===== src/rtl/tmse_ram.sv =====
// ----------------------------------------------------------------------------
// Generic RAM
// One write port and one read port with registered read data.
// ----------------------------------------------------------------------------
module tmse_ram #(
   parameter int WIDTH = 8,
   parameter int DEPTH = 16
) (
   input  logic                     clock,
   input  logic                     we,
   input  logic [$clog2(DEPTH)-1:0] waddr,
   input  logic [WIDTH-1:0]         wdata,
   input  logic [$clog2(DEPTH)-1:0] raddr,
   output logic [WIDTH-1:0]         rdata
);

   logic [WIDTH-1:0] mem_ff [DEPTH];

   always_ff @(posedge clock) begin
      if (we) begin
         mem_ff[waddr] <= wdata;
      end
      rdata <= mem_ff[raddr];
   end

endmodule


===== config.mk =====
export PLATFORM = sky130hd
export DESIGN_NAME = tmse_ram
export DESIGN_NICKNAME = d
export VERILOG_FILES = /design/src/rtl/tmse_ram.sv
export SDC_FILE = /design/constraint.sdc
export NUM_CORES = 1
export LEC_CHECK = 0
export ABC_CLOCK_PERIOD_IN_PS = 2600
export BUFFER_PORTS_ARGS = -buffer_cell sky130_fd_sc_hd__buf_2
export CAP_MARGIN = 0
export CORE_AREA = 2 2 98 100
export DETAILED_ROUTE_END_ITERATION = 10
export DIE_AREA = 0 0 100 102
export PLACE_DENSITY = 0.75
export SYNTH_ARGS = -nofsm -noshare
export SYNTH_HDL_FRONTEND = slang
export SYNTH_SLANG_ARGS = --single-unit

===== constraint.sdc =====
create_clock -name clock -period 2.6 [get_ports clock]
set_input_delay 0.26 -clock clock [delete_from_list [all_inputs] [get_ports clock]]
set_output_delay 0.26 -clock clock [all_outputs]
set_load 0.03 [all_outputs]

### After elaboration in Yosys (flattened, before gate mapping)

Memories as Yosys holds them, arrays and structs flattened. A register that Yosys moved wholly into a read port is not among the register bits.
Index checks and enable logic that the tools add are counted.

* memories: 1
* register bits: 0
* input bits: 18
* logic and storage cells: 3
* RAM bits: 128

* multiplexer cells: 2

Memories
* mem_ff: depth 16, bits a word 8, rd ports 1, clocked after Yosys merged registers in 1, wr ports 1, line 17 `logic [WIDTH-1:0] mem_ff [DEPTH];`

Operator list (count)
* two-way mux 1 bit: 2

### Longest topological paths before layout

* depth in word-level cells: 2
* gate-level depth with buffers: 5
* mapped depth without buffers: 3

### Least setup slack after synthesis

No wires, ideal clock.

* path kind: input -> register
* from: in waddr[2]
* to: mem mem_ff[0][0], enable pin
* arrival time: 1.370 ns
* slack: 0.847 ns
* library setup time: 0.383 ns
* cell stages on the path: 2
* path through: or3b_2 -> nor3_1

RTL lines
* start, declared: line 11 `input logic [$clog2(DEPTH)-1:0] waddr,`
* end, declared: line 17

Straight into the memory's write port.

==> out/qor.txt <==
status - finished, final reports clean
PD cells - 849.1 nW/µm²
Power Total - 5173 µW
Worst Hold Class - input port to flop
Iter 0 DRT Violations - 148
Unique masters post-synth - 19
fillers - 590
Max transition margin - 49.24%
reg2reg setup slack - 1.18 ns
register area share after synthesis - 77.78%
Final Max Slew Viols - 0
DR vias - 2463
Mapped Area - 5147 µm²
GPL Wtd Cong - 0.7611
reg2reg start - mem_ff[9][6]
post-layout net count - 299
Worst Max-Slew Pin Slew - 0.7599 ns
largest net degree at the start of global routing - 33
Tcrit/Tclk final - 54.64%
fraction of layout instances using a drive strength above 1 - 31.29%
Max Cap Violations - 0
DRC violations left - 0
Hold Violations, Final - 0
# H-tree levels - 4
Req. time, crit path - 2.97 ns
Post-CTS Setup Inserts - 0
clk_skew - 0.006325 ns
chip height - 102 µm
DRT Pass-1 Iters - 4
core area - 9109 µm²
Max Fclk - 703.9 MHz
DIE AREA - 10200 µm²
Worst Path Arrival - 1.79 ns
Root Driver - clkbuf_8
initial antenna violation count - 0
Vias/cell - 6.081
total number of yosys warnings - 0
Min Clock Period, post-route - 1.421 ns
VDD IR-drop max - 464.5 µV
area delta synth->final - 18.35%
final setup TNS - 0 ns
input/output buffers - 25
Synth Instances - 229
Clock Sink Count - 136
row count - 35
clock buffer count from CTS - 17
Critical Setup Path Class - flop to flop
Syn Nets - 247
Startpoint Class - flop
Antenna Cells - 0
Hold Buf Count CTS - 0
Final setup viols - 0
Reg clk slew, reported paths - 0.06 ns
chip width - 100 µm
hold path cells - 1
Max FO, Critical Path - 1
Skew-Pair Late Insertion Delay - 0.50 ns
WL/cell - 23.57 µm
DRT antenna net count - 0
Initial Util - 56.51%
TritonCTS clock tree - done
RSZ-0062 raised after global routing - false
hold path endpoint - mem_ff[14][0]
vias in the first global route - 2488
Clock Path Buffers - 2
first-pass GRT wire length - 14630 µm
Total GRT Usage - 20.61%
Top Ports - 26
R2R Path End - rdata[6]
Remaining Overflow, GRT - 0
final wirelength - 9546 µm
HP Start - wdata[0]
#FFs+latches synth - 136
CTS resizes - 0
type of element capturing the critical path - flop
dpl hpwl - 5731 µm
syn avg cell area - 22.48 µm²
Static Leak - 0.002089 µW
reg2reg path depth - 3
==> cell usage in the layout, fill, tap and decap left out, types with 2 or more instances in the layout <==
cell | netlist | layout
edfxtp_1 | 128 | 128
buf_4 | 1 | 17
clkinvlp_4 | 0 | 3
nor3_1 | 4 | 4
nand2_1 | 9 | 9
mux4_1 | 14 | 14
dfxtp_1 | 8 | 8
bufinv_16 | 0 | 4
nand3b_1 | 2 | 2
nand2b_1 | 2 | 2
mux4_2 | 18 | 18
clkinv_2 | 0 | 2
buf_2 | 3 | 25
a22oi_1 | 16 | 16
clkbuf_16 | 0 | 16
clkbuf_8 | 0 | 3
nor2_1 | 13 | 13
==> power by group <==
part | internal, µW | switching, µW
clock network | 1610 | 854
logic | 95.9 | 149
registers | 2450 | 16.3
==> synthesized netlist by cell type <==
cell | count | share of area, %
edfxtp_1 | 128 | 75
mux4_1 | 14 | 7.1
nand2_1 | 9 | 0.66
buf_4 | 1 | 0.15
or3b_2 | 1 | 0.17
and2_1 | 1 | 0.12
buf_6 | 3 | 0.66
and2b_1 | 1 | 0.15
buf_2 | 3 | 0.29
nand3b_1 | 2 | 0.29
dfxtp_1 | 8 | 3.1
nand3_1 | 1 | 0.097
mux4_2 | 18 | 7.9
a22oi_1 | 16 | 2.3
nor2_1 | 13 | 0.95
nand2b_1 | 2 | 0.24
clkdlybuf4s25_2 | 3 | 0.58
nor2b_1 | 1 | 0.12
nor3_1 | 4 | 0.39
==> metrics by stage <==
| stage | worst slack, ns | utilization, % | hold slack (ns) | cell area [µm²] | std cells |
|---|---|---|---|---|---|
| global placement | 0.7346 | 60.08 | 0.6466 | 5473 | 373 |
| floorplan | 0.8471 | - | 0.3589 | 5147 | 229 |
| detailed placement | 0.7563 | 60.08 | 0.6550 | 5473 | 373 |
| finish | 1.179 | 66.88 | 0.1383 | 6092 | 405 |
| CTS | 1.138 | 66.88 | 0.1185 | 6092 | 405 |
| global route | 1.117 | 66.88 | 0.1184 | 6092 | 405 |
==> worst max-delay path by stage <==
stage | slack [ns] | depth (start not counted) | endpoint | start
CTS | 1.14 | 3 | rdata[6] | mem_ff[9][6]
global placement | 0.73 | 5 | rdata[2] | raddr[1]
finish | 1.18 | 3 | rdata[6] | mem_ff[9][6]
detailed placement | 0.76 | 5 | rdata[2] | raddr[1]
global route | 1.12 | 3 | rdata[6] | mem_ff[11][6]
floorplan | 0.85 | 2 | mem_ff[0][0] | waddr[2]
==> cell families (layout without fill, tap and decap cells) <==
group / after synthesis / in the layout / share of synthesized area [%]
multiplexers: 32 / 32 / 15.02
AO/OA/AOI/OAI: 16 / 16 / 2.334
AND/OR/NAND/NOR: 35 / 35 / 3.184
buffers and inverters: 10 / 75 / 1.677
flip-flops: 136 / 136 / 77.78
==> critical path: stages, from the launching register on <==
cell and delay, ns:
edfxtp_1 0.38, mux4_2 0.46, a22oi_1 0.33, nand2_1 0.12
==> flip-flops by register name, summed over array words and instances, names as in the netlist <==
signal  count
rdata       8
mem_ff    128
==> layer usage <==
| layer | GRT usage (%) | routed length, µm |
|---|---|---|
| met1 | 30.17 | 4068 |
| met2 | 30.87 | 4763 |
| met3 | 6.019 | 576 |
| met4 | 6.217 | 138 |
| met5 | 0 | 0 |
==> cell type report <==
class	instances	area, µm²	area share, %
timing repair buffer	43	272.8	4.477
clock buffer	20	445.4	7.312
clock inverter	12	173.9	2.855
sequential	136	4004	65.72
tap	111	138.9	2.280
multi-input combinational	83	1057	17.35
No activity file was read; power rests on OpenSTA's default activity.
