===== config.mk =====
export PLATFORM = sky130hd
export DESIGN_NAME = tmse_cell
export DESIGN_NICKNAME = d
export VERILOG_FILES = /design/src/rtl/tmse_pkg.sv /design/src/rtl/tmse_cell.sv
export SDC_FILE = /design/constraint.sdc
export NUM_CORES = 1
export LEC_CHECK = 0
export ABC_CLOCK_PERIOD_IN_PS = 7090
export BUFFER_PORTS_ARGS = -buffer_cell sky130_fd_sc_hd__buf_2
export CAP_MARGIN = 0
export CORE_MARGIN = 2
export CORE_UTILIZATION = 50
export CTS_BUF_LIST = sky130_fd_sc_hd__clkbuf_4 sky130_fd_sc_hd__clkbuf_8 sky130_fd_sc_hd__clkbuf_16
export DETAILED_ROUTE_END_ITERATION = 6
export GPL_TIMING_DRIVEN = 0
export PLACE_DENSITY = 0.8
export SYNTH_ARGS = -nofsm -noshare
export SYNTH_HDL_FRONTEND = slang
export SYNTH_SLANG_ARGS = --single-unit

===== constraint.sdc =====
create_clock -name clock -period 7.09 [get_ports clock]
set_input_delay 0.709 -clock clock [delete_from_list [all_inputs] [get_ports clock]]
set_output_delay 0.709 -clock clock [all_outputs]
set_load 0.02 [all_outputs]

===== src/rtl/tmse_pkg.sv =====
// ----------------------------------------------------------------------------
// Tile matrix engine package
// Shared sizes, codes and types for the tile matrix engine.
// ----------------------------------------------------------------------------
package tmse_pkg;

   localparam int DIM       = 16;
   localparam int SPAD_ROWS = 256;
   localparam int ACC_ROWS  = 256;
   localparam int ELEM_BITS = 8;
   localparam int ACC_BITS  = 32;
   localparam int KW        = $clog2(DIM);
   localparam int SUM_BITS  = 2 * ELEM_BITS + KW;
   localparam int SPAD_AW   = $clog2(SPAD_ROWS);
   localparam int ACC_AW    = $clog2(ACC_ROWS);

   typedef enum logic [1:0] {
      MODE_WRITE   = 2'd0,
      MODE_PRELOAD = 2'd1,
      MODE_COMPUTE = 2'd2,
      MODE_READ    = 2'd3
   } mode_type;

   localparam logic [1:0] STATUS_OK     = 2'd0;
   localparam logic [1:0] STATUS_BOUNDS = 2'd1;
   localparam logic [1:0] STATUS_SHAPE  = 2'd2;

   typedef enum logic [3:0] {
      ST_CLEAR,
      ST_IDLE,
      ST_WR_ISSUE,
      ST_WR_MERGE,
      ST_RD_ISSUE,
      ST_RD_SELECT,
      ST_PL_ISSUE,
      ST_PL_LOAD,
      ST_CP_ISSUE,
      ST_CP_LOAD,
      ST_CP_STREAM,
      ST_CP_DRAIN,
      ST_CP_WRITE,
      ST_RESP
   } state_type;

   typedef struct packed {
      logic                        valid;
      logic [KW-1:0]               k;
      logic signed [ELEM_BITS-1:0] a;
   } link_type;

   typedef struct packed {
      logic          en;
      logic [KW-1:0] idx;
   } load_type;

endpackage


===== src/rtl/tmse_cell.sv =====
// ----------------------------------------------------------------------------
// Tile matrix engine cell
// Holds one column of the stationary tile and accumulates one output sum
// while A elements pass through it to the next cell.
// ----------------------------------------------------------------------------
module tmse_cell (
   input  logic                                  clock,
   input  logic                                  reset,
   input  tmse_pkg::link_type                    link_in,
   output tmse_pkg::link_type                    link_out,
   input  tmse_pkg::load_type                    load,
   input  logic signed [tmse_pkg::ELEM_BITS-1:0] load_value,
   output logic signed [tmse_pkg::SUM_BITS-1:0]  sum
);
   import tmse_pkg::*;

   logic signed [ELEM_BITS-1:0]   b_ff [DIM];
   link_type                      link_ff;
   logic signed [SUM_BITS-1:0]    acc_ff;
   logic signed [2*ELEM_BITS-1:0] prod;
   logic signed [SUM_BITS-1:0]    acc_in;

   assign prod     = link_ff.a * b_ff[link_ff.k];
   assign acc_in   = ((link_ff.k == '0) ? '0 : acc_ff) + SUM_BITS'(prod);
   assign link_out = link_ff;
   assign sum      = acc_ff;

   always_ff @(posedge clock) begin
      if (reset) begin
         link_ff.valid <= 1'b0;
      end else begin
         link_ff.valid <= link_in.valid;
      end
      link_ff.k <= link_in.k;
      link_ff.a <= link_in.a;
      if (link_ff.valid) begin
         acc_ff <= acc_in;
      end
      if (load.en) begin
         b_ff[load.idx] <= load_value;
      end
   end

endmodule


---- Word level (Yosys, flattened, before mapping) ----
Memories as Yosys holds them, arrays and structs flattened. A register that Yosys moved wholly into a read port is not among the register bits.
Index checks and enable logic that the tools add are counted.
word-level totals
  bits in registers ....................... 33
  bits in writable memories ............... 128
  input port bits ......................... 28
  output and inout port bits .............. 33
  word-level logic and storage cells ...... 11
  memories ................................ 1
memories
  memory  words  width  read ports  clocked after memory_dff  write ports  RTL line         text
  b_ff    16     8      1           1                         1            tmse_cell.sv:17  logic signed [ELEM_BITS-1:0] b_ff [DIM];
operators by class
  $add $sub $neg .......................... 1
  multipliers ............................. 1
  mux-type cells .......................... 3
  reduce and logical (&&, ||, !) cells .... 1
operator list
  operator                    count
  adder 20 bit                1
  two-way mux 20 bit          1
  multiplier 8 x 8 -> 16 bit  1
  zero test 4 bit             1
  two-way mux 1 bit           2

---- Depth between registers and ports, before layout ----
Gate-level depths: netlist (run 1).
  depth in word-level cells ............... 3
  mapped depth ............................ 35
  mapped depth without buffers ............ 33

---- Least setup slack after synthesis (run 1) ----
Ideal clock, no wire load.
  path kind ............................... reg2reg
  start ................................... register link_ff, in the netlist link_out[8]
  end ..................................... register acc_ff[18], in the netlist sum[18], data pin
  setup time .............................. 258 ps
  arrival time ............................ 7430 ps
  required time ........................... 6832 ps
  path slack .............................. -598 ps
  stages on the path, launching flop included .. 33
  buffers on the path ..................... 3
  clock period less this slack ............ 7688 ps
  cells stage by stage .................... dfxtp_1 -> clkbuf_1 -> buf_1 -> buf_2 -> mux2i_1 -> nand2_1 -> nand2_1 -> a21oi_1 -> a22oi_1 -> o21ai_1 -> and2_1 -> fa_1 -> inv_1 -> fa_1 -> inv_1 -> fa_1 -> inv_1 -> fa_1 -> inv_1 -> ha_1 -> a21o_1 -> a21oi_2 -> a21boi_1 -> a221o_1 -> a31o_2 -> xnor2_1 -> inv_1 -> ha_1 -> a21o_1 -> a31o_2 -> a21o_1 -> a21oi_1 -> xnor2_1
between the ends
  word-level cells in the longest chain between the ends .. 3
ends and longest elaborated chain
  item                  RTL line         text
  from (decl)           tmse_cell.sv:18  link_type link_ff;
  zero test 4 bit       tmse_cell.sv:24  assign acc_in = ((link_ff.k == '0) ? '0 : acc_ff) + SUM_BITS'(prod);
  two-way mux 20 bit    tmse_cell.sv:24
  adder 20 bit          tmse_cell.sv:24
  named net acc_in[18]  tmse_cell.sv:21  logic signed [SUM_BITS-1:0] acc_in;
  to (signal assigned)  tmse_cell.sv:37  acc_ff <= acc_in;
  to (decl)             tmse_cell.sv:19  logic signed [SUM_BITS-1:0] acc_ff;
The timed path passes the listed nets, and every way through them passes these cells.
A chain may end at the register's enable or synchronous reset.

---- Worst setup path in the final report (run 1) ----
  start ................................... register link_ff, in the netlist link_out[9]
  end ..................................... register acc_ff[19], in the netlist sum[19], data pin
Same word-level chain as after synthesis.

==> run summary, run 1 <==
Outcome: finished with violations
Failing checks: setup timing
# diodes: 0
Post-synth EDFFs: 148
PortBufs: 60
Worst EP required: 7.35 ns
HP Class: in2reg
Hold Crit Depth: 1
CP max FO: 7
Met1 Wirelength: 8.78 mm
Drt pass-1 iters: 4
Fin crit share: 103%
Ports: 61
Final nets: 965
Sequential share of the synthesized area: 50.5%
Fillers: 1224
Post-Route Setup TNS: -0.292 ns
Syn Nets: 845
Slowest stage delay, CP: 0.55 ns
Max-cap violations: 0
Slew HR: 17.9%
Hold-critical path endpoint: link_out[10]
Num CTS Buffers: 17
Core region area: 18100 um^2
Global Route Usage Sum: 21.1%
Synthesized area per cell: 13.1 um^2
Max-slew violations: 0
Top cells by area, synth: edfxtp_1 (48%), fa_1 (12%), ha_1 (6.4%), mux4_2 (3.9%), inv_1 (3.5%)
Non-filler cells in the finished layout: 1075
Setup WS post-layout: -0.212 ns
TritonCTS Sinks: 161
Height of the die: 140 um
Fmax achieved: 137 MHz
CTS Root Cell: clkbuf_16
# rows: 49
RSZ-0062 raised after global routing: yes
Grt ovf: 0
Top FF cell, synth: edfxtp_1
Hold_buf cts: 0
DRC: 0
Yosys reg bits: 161
DP HPWL: 12.7 mm
Detailed Route WL: 21.8 mm
Crit path time final: 7.30 ns
Most common cell in the netlist: edfxtp_1
R2R Path Start: link_out[9]
DRT antenna net count: 0
Commonest cells in the netlist: edfxtp_1 (148), inv_1 (86), fa_1 (56)
Layout cells sized above 1: 29.6%
WP data arrival: 7.57 ns
Worst skew pair latency: 0.44 ns
Area Overhead vs Synth: 23.9%
R2R Setup Slk: -0.21 ns
Final Wtd Congestion: 0.807
Yosys top cell by area: edfxtp_1
First-pass GRT wire length: 31.8 mm
Final Skew: 0.0116 ns
Reg2reg end: sum[19]
Final core utilization: 63.6%
Top sig layer: met4
Vias per cell: 5.71
Initial antenna violation count: 0
Routed wl met3: 1.45 mm
Min-delay src: link_in[10]
H-Tree Level Count: 4
WL/cell: 20.3 um
Pin count of the biggest net entering global routing: 22
CTS tree: yes
Ys Warns: 0
DR vias: 6137
Least-Margin Pin Slew: 1.22 ns
Vias in the first global route: 6138
Netlist cell types: 50
Startpoint types: flip-flop
Post-synth top area share: 47.7%
Worst path slowest cell: or4_4
Placed Cells: 1002
Starting Density: 51.3%
Synth async-reset ratio: 0%
CTS Buffer Depth: 2
Cell mode on critical path: fa_1
Metal2 WL: 11.1 mm
Clock-pin slew on the worst setup and hold paths: 0.08 ns
R2R cell count: 34
Synth Instances: 713
Hold Fails Final Rpt: 0
Synth Cell Area: 9310 um^2
Die X: 140 um
Die area: 19700 um^2
# setup viols final: 3
Worst setup path category: reg2reg
Initial DRC count: 471
Crit end category: flip-flop
cell families after synthesis:
kind of cell | count (synthesis) | synth area share, %
buf+inv | 102 | 4.14
mux | 49 | 7.43
simple gates | 173 | 9.43
compound gates | 88 | 6.29
fa+ha+maj | 104 | 18.5
flops | 161 | 50.5
xor+xnor | 36 | 3.70
per-layer routing:
layer	global-route usage (%)	vias to the layer above
met5	0	-
met4	7.05	0
met3	4.10	45
met2	36.0	243
met1	27.5	3095
li1	-	2754
critical path: cells and delay by family (launching register included):
kind            cells  cell delay [ns]
compound gates     12             2.07
xor+xnor            1             0.09
fa+ha+maj           6             2.63
buf+inv             7             0.79
flops               1             0.34
simple gates        8             1.21
flip-flops by register name, summed over array words and instances, names as in the netlist:
register / count
sum: 20
link_out: 13
b_ff: 128
placed cells by master (no fill, tap or decap), types with 9 or more instances in the layout:
master       n
mux2i_1     25
dfxtp_1      9
inv_1       79
buf_4       34
clkbuf_16   22
a21oi_2     15
buf_2       60
a21o_1      11
a21oi_1      9
mux4_2      16
xnor2_1     23
ha_1        42
and2_1      41
nor2b_1     25
nor2_1      35
fa_1        53
nand2_1     38
xor2_1      10
edfxtp_1   148
timing repair:
item / 4_1_cts / 5_1_grt
pin swaps: 15 / 40
gates cloned: 2 / 1
endpoints found under the setup margin: 9 / 4
resized for setup: 77 / 55
buffers inserted: 21 / 19
worst max-delay path by stage:
| stage | startpoint | to | depth (start not counted) |
|---|---|---|---|
| floorplan | link_out[8] | sum[18] | 32 |
| global placement | link_out[10] | sum[19] | 31 |
| detailed placement | link_out[10] | sum[19] | 31 |
| CTS | link_out[8] | sum[19] | 27 |
| global route | link_out[9] | sum[19] | 34 |
| finish | link_out[9] | sum[19] | 34 |
through the flow:
step,hold WS [ns],instance area (um^2),worst slack (ns)
after floorplan,0.737,9360,0.0385
after global placement,0.719,9940,-1.07
after detailed placement,0.756,9940,-1.17
after CTS,0.354,11100,-0.0138
after global routing,0.349,11500,-0.453
final,0.363,11500,-0.212
cell type report:
cell class / instances / area [um^2] / share of cell area [%]
clock buffer: 17 / 425 / 3.69
timing repair buffer: 103 / 702 / 6.08
inverter: 86 / 323 / 2.80
sequential: 161 / 4710 / 40.9
buffer: 14 / 224 / 1.94
tap: 229 / 287 / 2.48
clock inverter: 15 / 181 / 1.57
multi-input combinational: 450 / 4680 / 40.6
Power of run 1 is not shown: default switching activity piles up to over one toggle a cycle in this logic, so the estimate is an artifact.
==> run 2: changes to the inputs <==
--- a/config.mk
+++ b/config.mk
@@ -8,12 +8,14 @@
 export ABC_CLOCK_PERIOD_IN_PS = 7090
 export BUFFER_PORTS_ARGS = -buffer_cell sky130_fd_sc_hd__buf_2
 export CAP_MARGIN = 0
+export CELL_PAD_IN_SITES_DETAIL_PLACEMENT = 0
+export CELL_PAD_IN_SITES_GLOBAL_PLACEMENT = 1
 export CORE_MARGIN = 2
-export CORE_UTILIZATION = 50
+export CORE_UTILIZATION = 46
 export CTS_BUF_LIST = sky130_fd_sc_hd__clkbuf_4 sky130_fd_sc_hd__clkbuf_8 sky130_fd_sc_hd__clkbuf_16
 export DETAILED_ROUTE_END_ITERATION = 6
 export GPL_TIMING_DRIVEN = 0
-export PLACE_DENSITY = 0.8
+export PLACE_DENSITY = 0.87
 export SYNTH_ARGS = -nofsm -noshare
 export SYNTH_HDL_FRONTEND = slang
 export SYNTH_SLANG_ARGS = --single-unit
==> run summary, run 2 (same netlist as run 1, synthesis figures left out) <==
Worst setup path category: reg2reg
Crit end category: flip-flop
Initial DRC count: 389 (-17%)
CTS tree: yes
WL/cell: 18.0 um (-11%)
First-pass GRT wire length: 30.7 mm (-3.4%)
Initial antenna violation count: 0 (unchanged)
DRT antenna net count: 0 (unchanged)
Height of the die: 146 um (+4.1%)
Crit path time final: 7.05 ns (-0.249 ns)
Num CTS Buffers: 17 (unchanged)
Commonest cells after routing, fill and taps aside: edfxtp_1 (148), inv_1 (76), buf_2 (60), fa_1 (52), ha_1 (40)
# diodes: 0 (unchanged)
TritonCTS Sinks: 161 (unchanged)
Slew HR: 18.4% (+0.52 points)
CP max FO: 8 (+1)
Outcome: finished clean
Post-Place Setup Slack: -1.15 ns (+0.0187 ns)
Worst EP required: 7.34 ns (about the same)
# rows: 52 (+6.1%)
Max reg flops: 128 (unchanged)
Starting Density: 46.5% (-4.8 points)
Buffers plus inverters on the worst setup path: 6 (-1)
Setup WS post-layout: 0.0377 ns (+0.249 ns)
Final Wtd Congestion: 0.784 (-2.8%)
Die area: 21400 um^2 (+8.4%)
Hold_buf cts: 0 (unchanged)
Slowest stage delay, CP: 0.55 ns (about the same)
RSZ-0062 raised after global routing: yes
Fmax achieved: 142 MHz (+3.5%)
Area Overhead vs Synth: 25.9%
Most common cell after layout, fill and taps aside: edfxtp_1
Layout cells sized above 1: 31.6% (+2.1 points)
Final Skew: 0.0104 ns (-0.00114 ns)
Ports: 61 (unchanged)
Max-slew violations: 0 (unchanged)
Die X: 146 um (+4.1%)
Clock-pin slew on the worst setup and hold paths: 0.07 ns (about the same)
PortBufs: 60 (unchanged)
Max-cap violations: 0 (unchanged)
Grt ovf: 0 (unchanged)
HP Class: in2reg
Final nets: 969 (+0.41%)
DR vias: 5925 (-3.5%)
DRC: 0 (unchanged)
Final core utilization: 58.5% (-5.1 points)
H-Tree Level Count: 4 (unchanged)
Least-Margin Pin Slew: 1.21 ns (-0.00777 ns)
DP HPWL: 13.0 mm (+2.2%)
Detailed Route WL: 20.2 mm (-7.5%)
Hold WS: 0.369 ns (+0.00556 ns)
Pin count of the biggest net entering global routing: 22 (unchanged)
Hold Fails Final Rpt: 0 (unchanged)
CTS Buffer Depth: 2 (unchanged)
Global Route Usage Sum: 18.7% (-2.4 points)
Vias per cell: 5.29 (-7.3%)
# setup viols final: 0 (-3)
Fin crit share: 99.5% (-3.5 points)
Worst skew pair latency: 0.44 ns (about the same)
Core region area: 20000 um^2 (+10%)
Vias in the first global route: 5874 (-4.3%)
Cell mode on critical path: fa_1
Top cell family by delay on the critical path: adder cells
CTS Root Cell: clkbuf_16
Top reg by flops: b_ff
Startpoint types: flip-flop
WP data arrival: 7.30 ns (-0.27 ns)
Drt pass-1 iters: 5 (+1)
Worst path slowest cell: fa_1
-- run 2: repair_timing --
action,4_1_cts,5_1_grt
setup endpoints to repair,9,4
pin swaps,16,50
setup buffers,18,28
endpoints found under the hold margin,0,0
cloned,1,3
resized for setup,82,73
-- run 2: path summary, 6_finish.rpt --
kind | start | endpoint | slack, ns | cells after the start
setup / recovery | link_out[9] | sum[19] | 0.04 | 34
hold reg to reg | sum[0] | sum[0] | 0.73 | 2
hold / removal | link_in[11] | link_out[11] | 0.37 | 1
setup reg to reg | link_out[9] | sum[19] | 0.04 | 34
-- run 2: per-layer routing --
| metal | global-route usage [%] | share of wire (%) | up-vias |
|---|---|---|---|
| met4 | 6.65 | 2.6 | 0 |
| met5 | 0 | 0 | - |
| li1 | - | - | 2759 |
| met1 | 25.2 | 43 | 2948 |
| met3 | 3.38 | 5.2 | 38 |
| met2 | 30.8 | 49 | 180 |
-- run 2: layout make-up --
class                      instances  area [um^2]
sequential                       161         4710
timing repair buffer             107          749
fill                            1600         8310
buffer                            14          226
inverter                          86          323
tap                              270          338
multi-input combinational        450         4770
clock inverter                    15          185
clock buffer                      17          425
-- run 2: stage by stage --
step	setup TNS, ns	instances	instance area, um^2
finish	0	1120	11700
floorplan	0	713	9360
CTS	0	1092	11200
detailed placement	-5.72	1043	10000
global route	-0.312	1120	11700
global placement	-5.58	1043	10000
Power of run 2 is left out for the same reason.
==> run 3: changes to the inputs <==
--- a/config.mk
+++ b/config.mk
@@ -5,13 +5,13 @@
 export SDC_FILE = /design/constraint.sdc
 export NUM_CORES = 1
 export LEC_CHECK = 0
+export ABC_AREA = 1
 export ABC_CLOCK_PERIOD_IN_PS = 7090
 export BUFFER_PORTS_ARGS = -buffer_cell sky130_fd_sc_hd__buf_2
 export CAP_MARGIN = 0
 export CELL_PAD_IN_SITES_DETAIL_PLACEMENT = 0
 export CELL_PAD_IN_SITES_GLOBAL_PLACEMENT = 1
-export CORE_MARGIN = 2
-export CORE_UTILIZATION = 46
+export CORE_UTILIZATION = 44
 export CTS_BUF_LIST = sky130_fd_sc_hd__clkbuf_4 sky130_fd_sc_hd__clkbuf_8 sky130_fd_sc_hd__clkbuf_16
 export DETAILED_ROUTE_END_ITERATION = 6
 export GPL_TIMING_DRIVEN = 0
==> run summary, run 3 <==
Placed Cells: 1282 (+23%)
Top cell family by delay on the critical path: adder cells
Vias in the first global route: 6621 (+13%)
Die area: 22400 um^2 (+4.8%)
Initial DRC count: 474 (+22%)
H-Tree Level Count: 4 (unchanged)
Clock-pin slew on the worst setup and hold paths: 0.07 ns (about the same)
Crit path time final: 6.69 ns (-0.367 ns)
Worst path slowest cell: fa_1
Post-synth top area share: 46.3% (-1.4 points)
Final Wtd Congestion: 0.865 (+10%)
R2R cell count: 34 (unchanged)
Hold Fails Final Rpt: 0 (unchanged)
R2R Path Start: link_out[9]
Drt pass-1 iters: 5 (unchanged)
Top cells by area, synth: edfxtp_1 (46%), fa_1 (12%), nand2_1 (6.6%), ha_1 (6.3%), inv_1 (5.6%)
Syn Nets: 1079 (+28%)
DRT antenna net count: 0 (unchanged)
Synth Instances: 947 (+33%)
Global routing's busiest layer: met2
Commonest cells after routing, fill and taps aside: nand2_1 (163), edfxtp_1 (148), inv_1 (142), nor2_1 (130), buf_2 (65)
CTS Buffer Depth: 2 (unchanged)
Max-cap violations: 0 (unchanged)
Synth async-reset ratio: 0% (unchanged)
WP depth: 34 (unchanged)
# setup viols final: 0 (unchanged)
CP max FO: 10 (+2)
Layout cells sized above 1: 16.3% (-15 points)
DRC: 0 (unchanged)
Top reg by flops: b_ff
Cell mode on critical path: nand2_1
Outcome: finished clean
Hold WS: 0.372 ns (+0.00311 ns)
WP data arrival: 6.88 ns (-0.42 ns)
Final nets: 1164 (+20%)
# diodes: 0 (unchanged)
Met1 Usage GRT: 26.9% (+1.7 points)
Ports: 61 (unchanged)
Vias per cell: 5.15 (-2.7%)
Top FF cell, synth: edfxtp_1
Yosys reg bits: 161 (unchanged)
Fin crit share: 94.3% (-5.2 points)
HP Class: in2reg
CTS Root Cell: clkbuf_16
Worst Setup EP: sum[19]
Max reg flops: 128 (unchanged)
Die X: 150 um (+2.4%)
Num CTS Buffers: 17 (unchanged)
Yosys top cell by area: edfxtp_1
DP HPWL: 15.1 mm (+16%)
Crit end category: flip-flop
Least-Margin Pin Slew: 0.988 ns (-0.227 ns)
WL/cell: 15.6 um (-13%)
Worst skew pair latency: 0.43 ns (about the same)
Most common cell after layout, fill and taps aside: nand2_1
Non-filler cells in the finished layout: 1320 (+18%)
Height of the die: 150 um (+2.4%)
Final core utilization: 51.9% (-6.6 points)
Commonest cells in the netlist: nand2_1 (168), edfxtp_1 (148), inv_1 (143)
Worst EP required: 7.29 ns (-0.05 ns)
R2R Setup Slk: 0.40 ns (+0.37 ns)
Initial antenna violation count: 0 (unchanged)
Met2 Use GR: 31.7% (+0.89 points)
First-pass GRT wire length: 33.1 mm (+7.9%)
Buffers plus inverters on the worst setup path: 6 (unchanged)
TritonCTS Sinks: 161 (unchanged)
Synthesized area per cell: 10.1 um^2 (-22%)
Post-Route Setup TNS: 0 ns (unchanged)
Max-slew violations: 0 (unchanged)
RSZ-0062 raised after global routing: yes
Netlist cell types: 37 (-26%)
Pin count of the biggest net entering global routing: 22 (unchanged)
Most common cell in the netlist: nand2_1
Fmax achieved: 150 MHz (+5.5%)
Detailed Route WL: 20.6 mm (+2.0%)
Slew HR: 34.1% (+16 points)
Critical Path Start: link_out[9]
PortBufs: 60 (unchanged)
Global Route Usage Sum: 19.8% (+1.0 points)
Worst setup path category: reg2reg
M3 GR Usage: 3.20% (-0.17 points)
Startpoint types: flip-flop
Final Skew: 0.0138 ns (+0.00343 ns)
DR vias: 6793 (+15%)
Grt ovf: 0 (unchanged)
# rows: 53 (+1.9%)
Area Overhead vs Synth: 14.7%
Core region area: 21200 um^2 (+5.9%)
Ys Warns: 0 (unchanged)
CTS tree: yes
Reg2reg end: sum[19]
Slowest stage delay, CP: 0.52 ns (-0.03 ns)
Sequential share of the synthesized area: 49.0% (-1.5 points)
Starting Density: 45.2% (-1.2 points)
Synth Cell Area: 9600 um^2 (+3.1%)
Post-synth EDFFs: 148 (unchanged)
-- run 3: worst min-delay path by stage --
| stage | startpoint | end | slack [ns] | cells past startpoint |
|---|---|---|---|---|
| 6_report | link_in[2] | link_out[2] | 0.37 | 1 |
| 5_1_grt | link_in[6] | link_out[6] | 0.36 | 1 |
| 4_1_cts | link_in[6] | link_out[6] | 0.36 | 1 |
| 3_5_place_dp | sum[0] | sum[0] | 0.75 | 3 |
| 3_3_place_gp | sum[0] | sum[0] | 0.73 | 3 |
| 2_1_floorplan | link_in[0] | link_out[0] | 0.74 | 0 |
-- run 3: what timing repair did --
action                                  4_1_cts  5_1_grt
gates resized for setup                       3       32
pin swaps                                     0        7
hold buffers                                  0        0
endpoints found under the setup margin        2        7
setup buffers                                 0        6
-- run 3: logic make-up (layout without fill, tap and decap cells) --
logic type / after synthesis / after routing / synth area share (%)
xor+xnor: 26 / 26 / 2.45
flops: 161 / 161 / 49.0
fa+ha+maj: 104 / 104 / 17.9
compound gates: 97 / 97 / 6.26
buf+inv: 174 / 272 / 7.34
simple gates: 385 / 385 / 17.0
-- run 3: per-stage QoR --
step | cell area (um^2) | worst slack (ns)
after floorplan | 9600 | 0.666
after global placement | 10200 | -0.0830
after detailed placement | 10200 | -0.0452
after CTS | 10900 | 0.0314
after global routing | 11000 | 0.00497
final | 11000 | 0.404
-- run 3: worst register-to-register path, delay by kind of cell, from the launching register on --
kind	cells	cell delay (ns)
xor+xnor	1	0.14
simple gates	12	1.19
flops	1	0.31
fa+ha+maj	6	2.61
buf+inv	6	0.77
compound gates	9	1.43
-- run 3: area by class of cell --
| class | instances | area [um^2] |
|---|---|---|
| clock buffers | 17 | 425 |
| inverters | 151 | 567 |
| fillers | 1864 | 10200 |
| clock inverters | 15 | 209 |
| flip-flops and latches | 161 | 4700 |
| well taps | 275 | 344 |
| plain buffers | 23 | 155 |
| repair buffers | 66 | 345 |
| multi-input cells | 612 | 4260 |
-- run 3: layer usage --
layer	vias up	wire [um]
li1	3290	-
met1	3278	9540
met2	203	9720
met3	22	963
met4	0	385
met5	-	0
Power of run 3 is left out for the same reason.
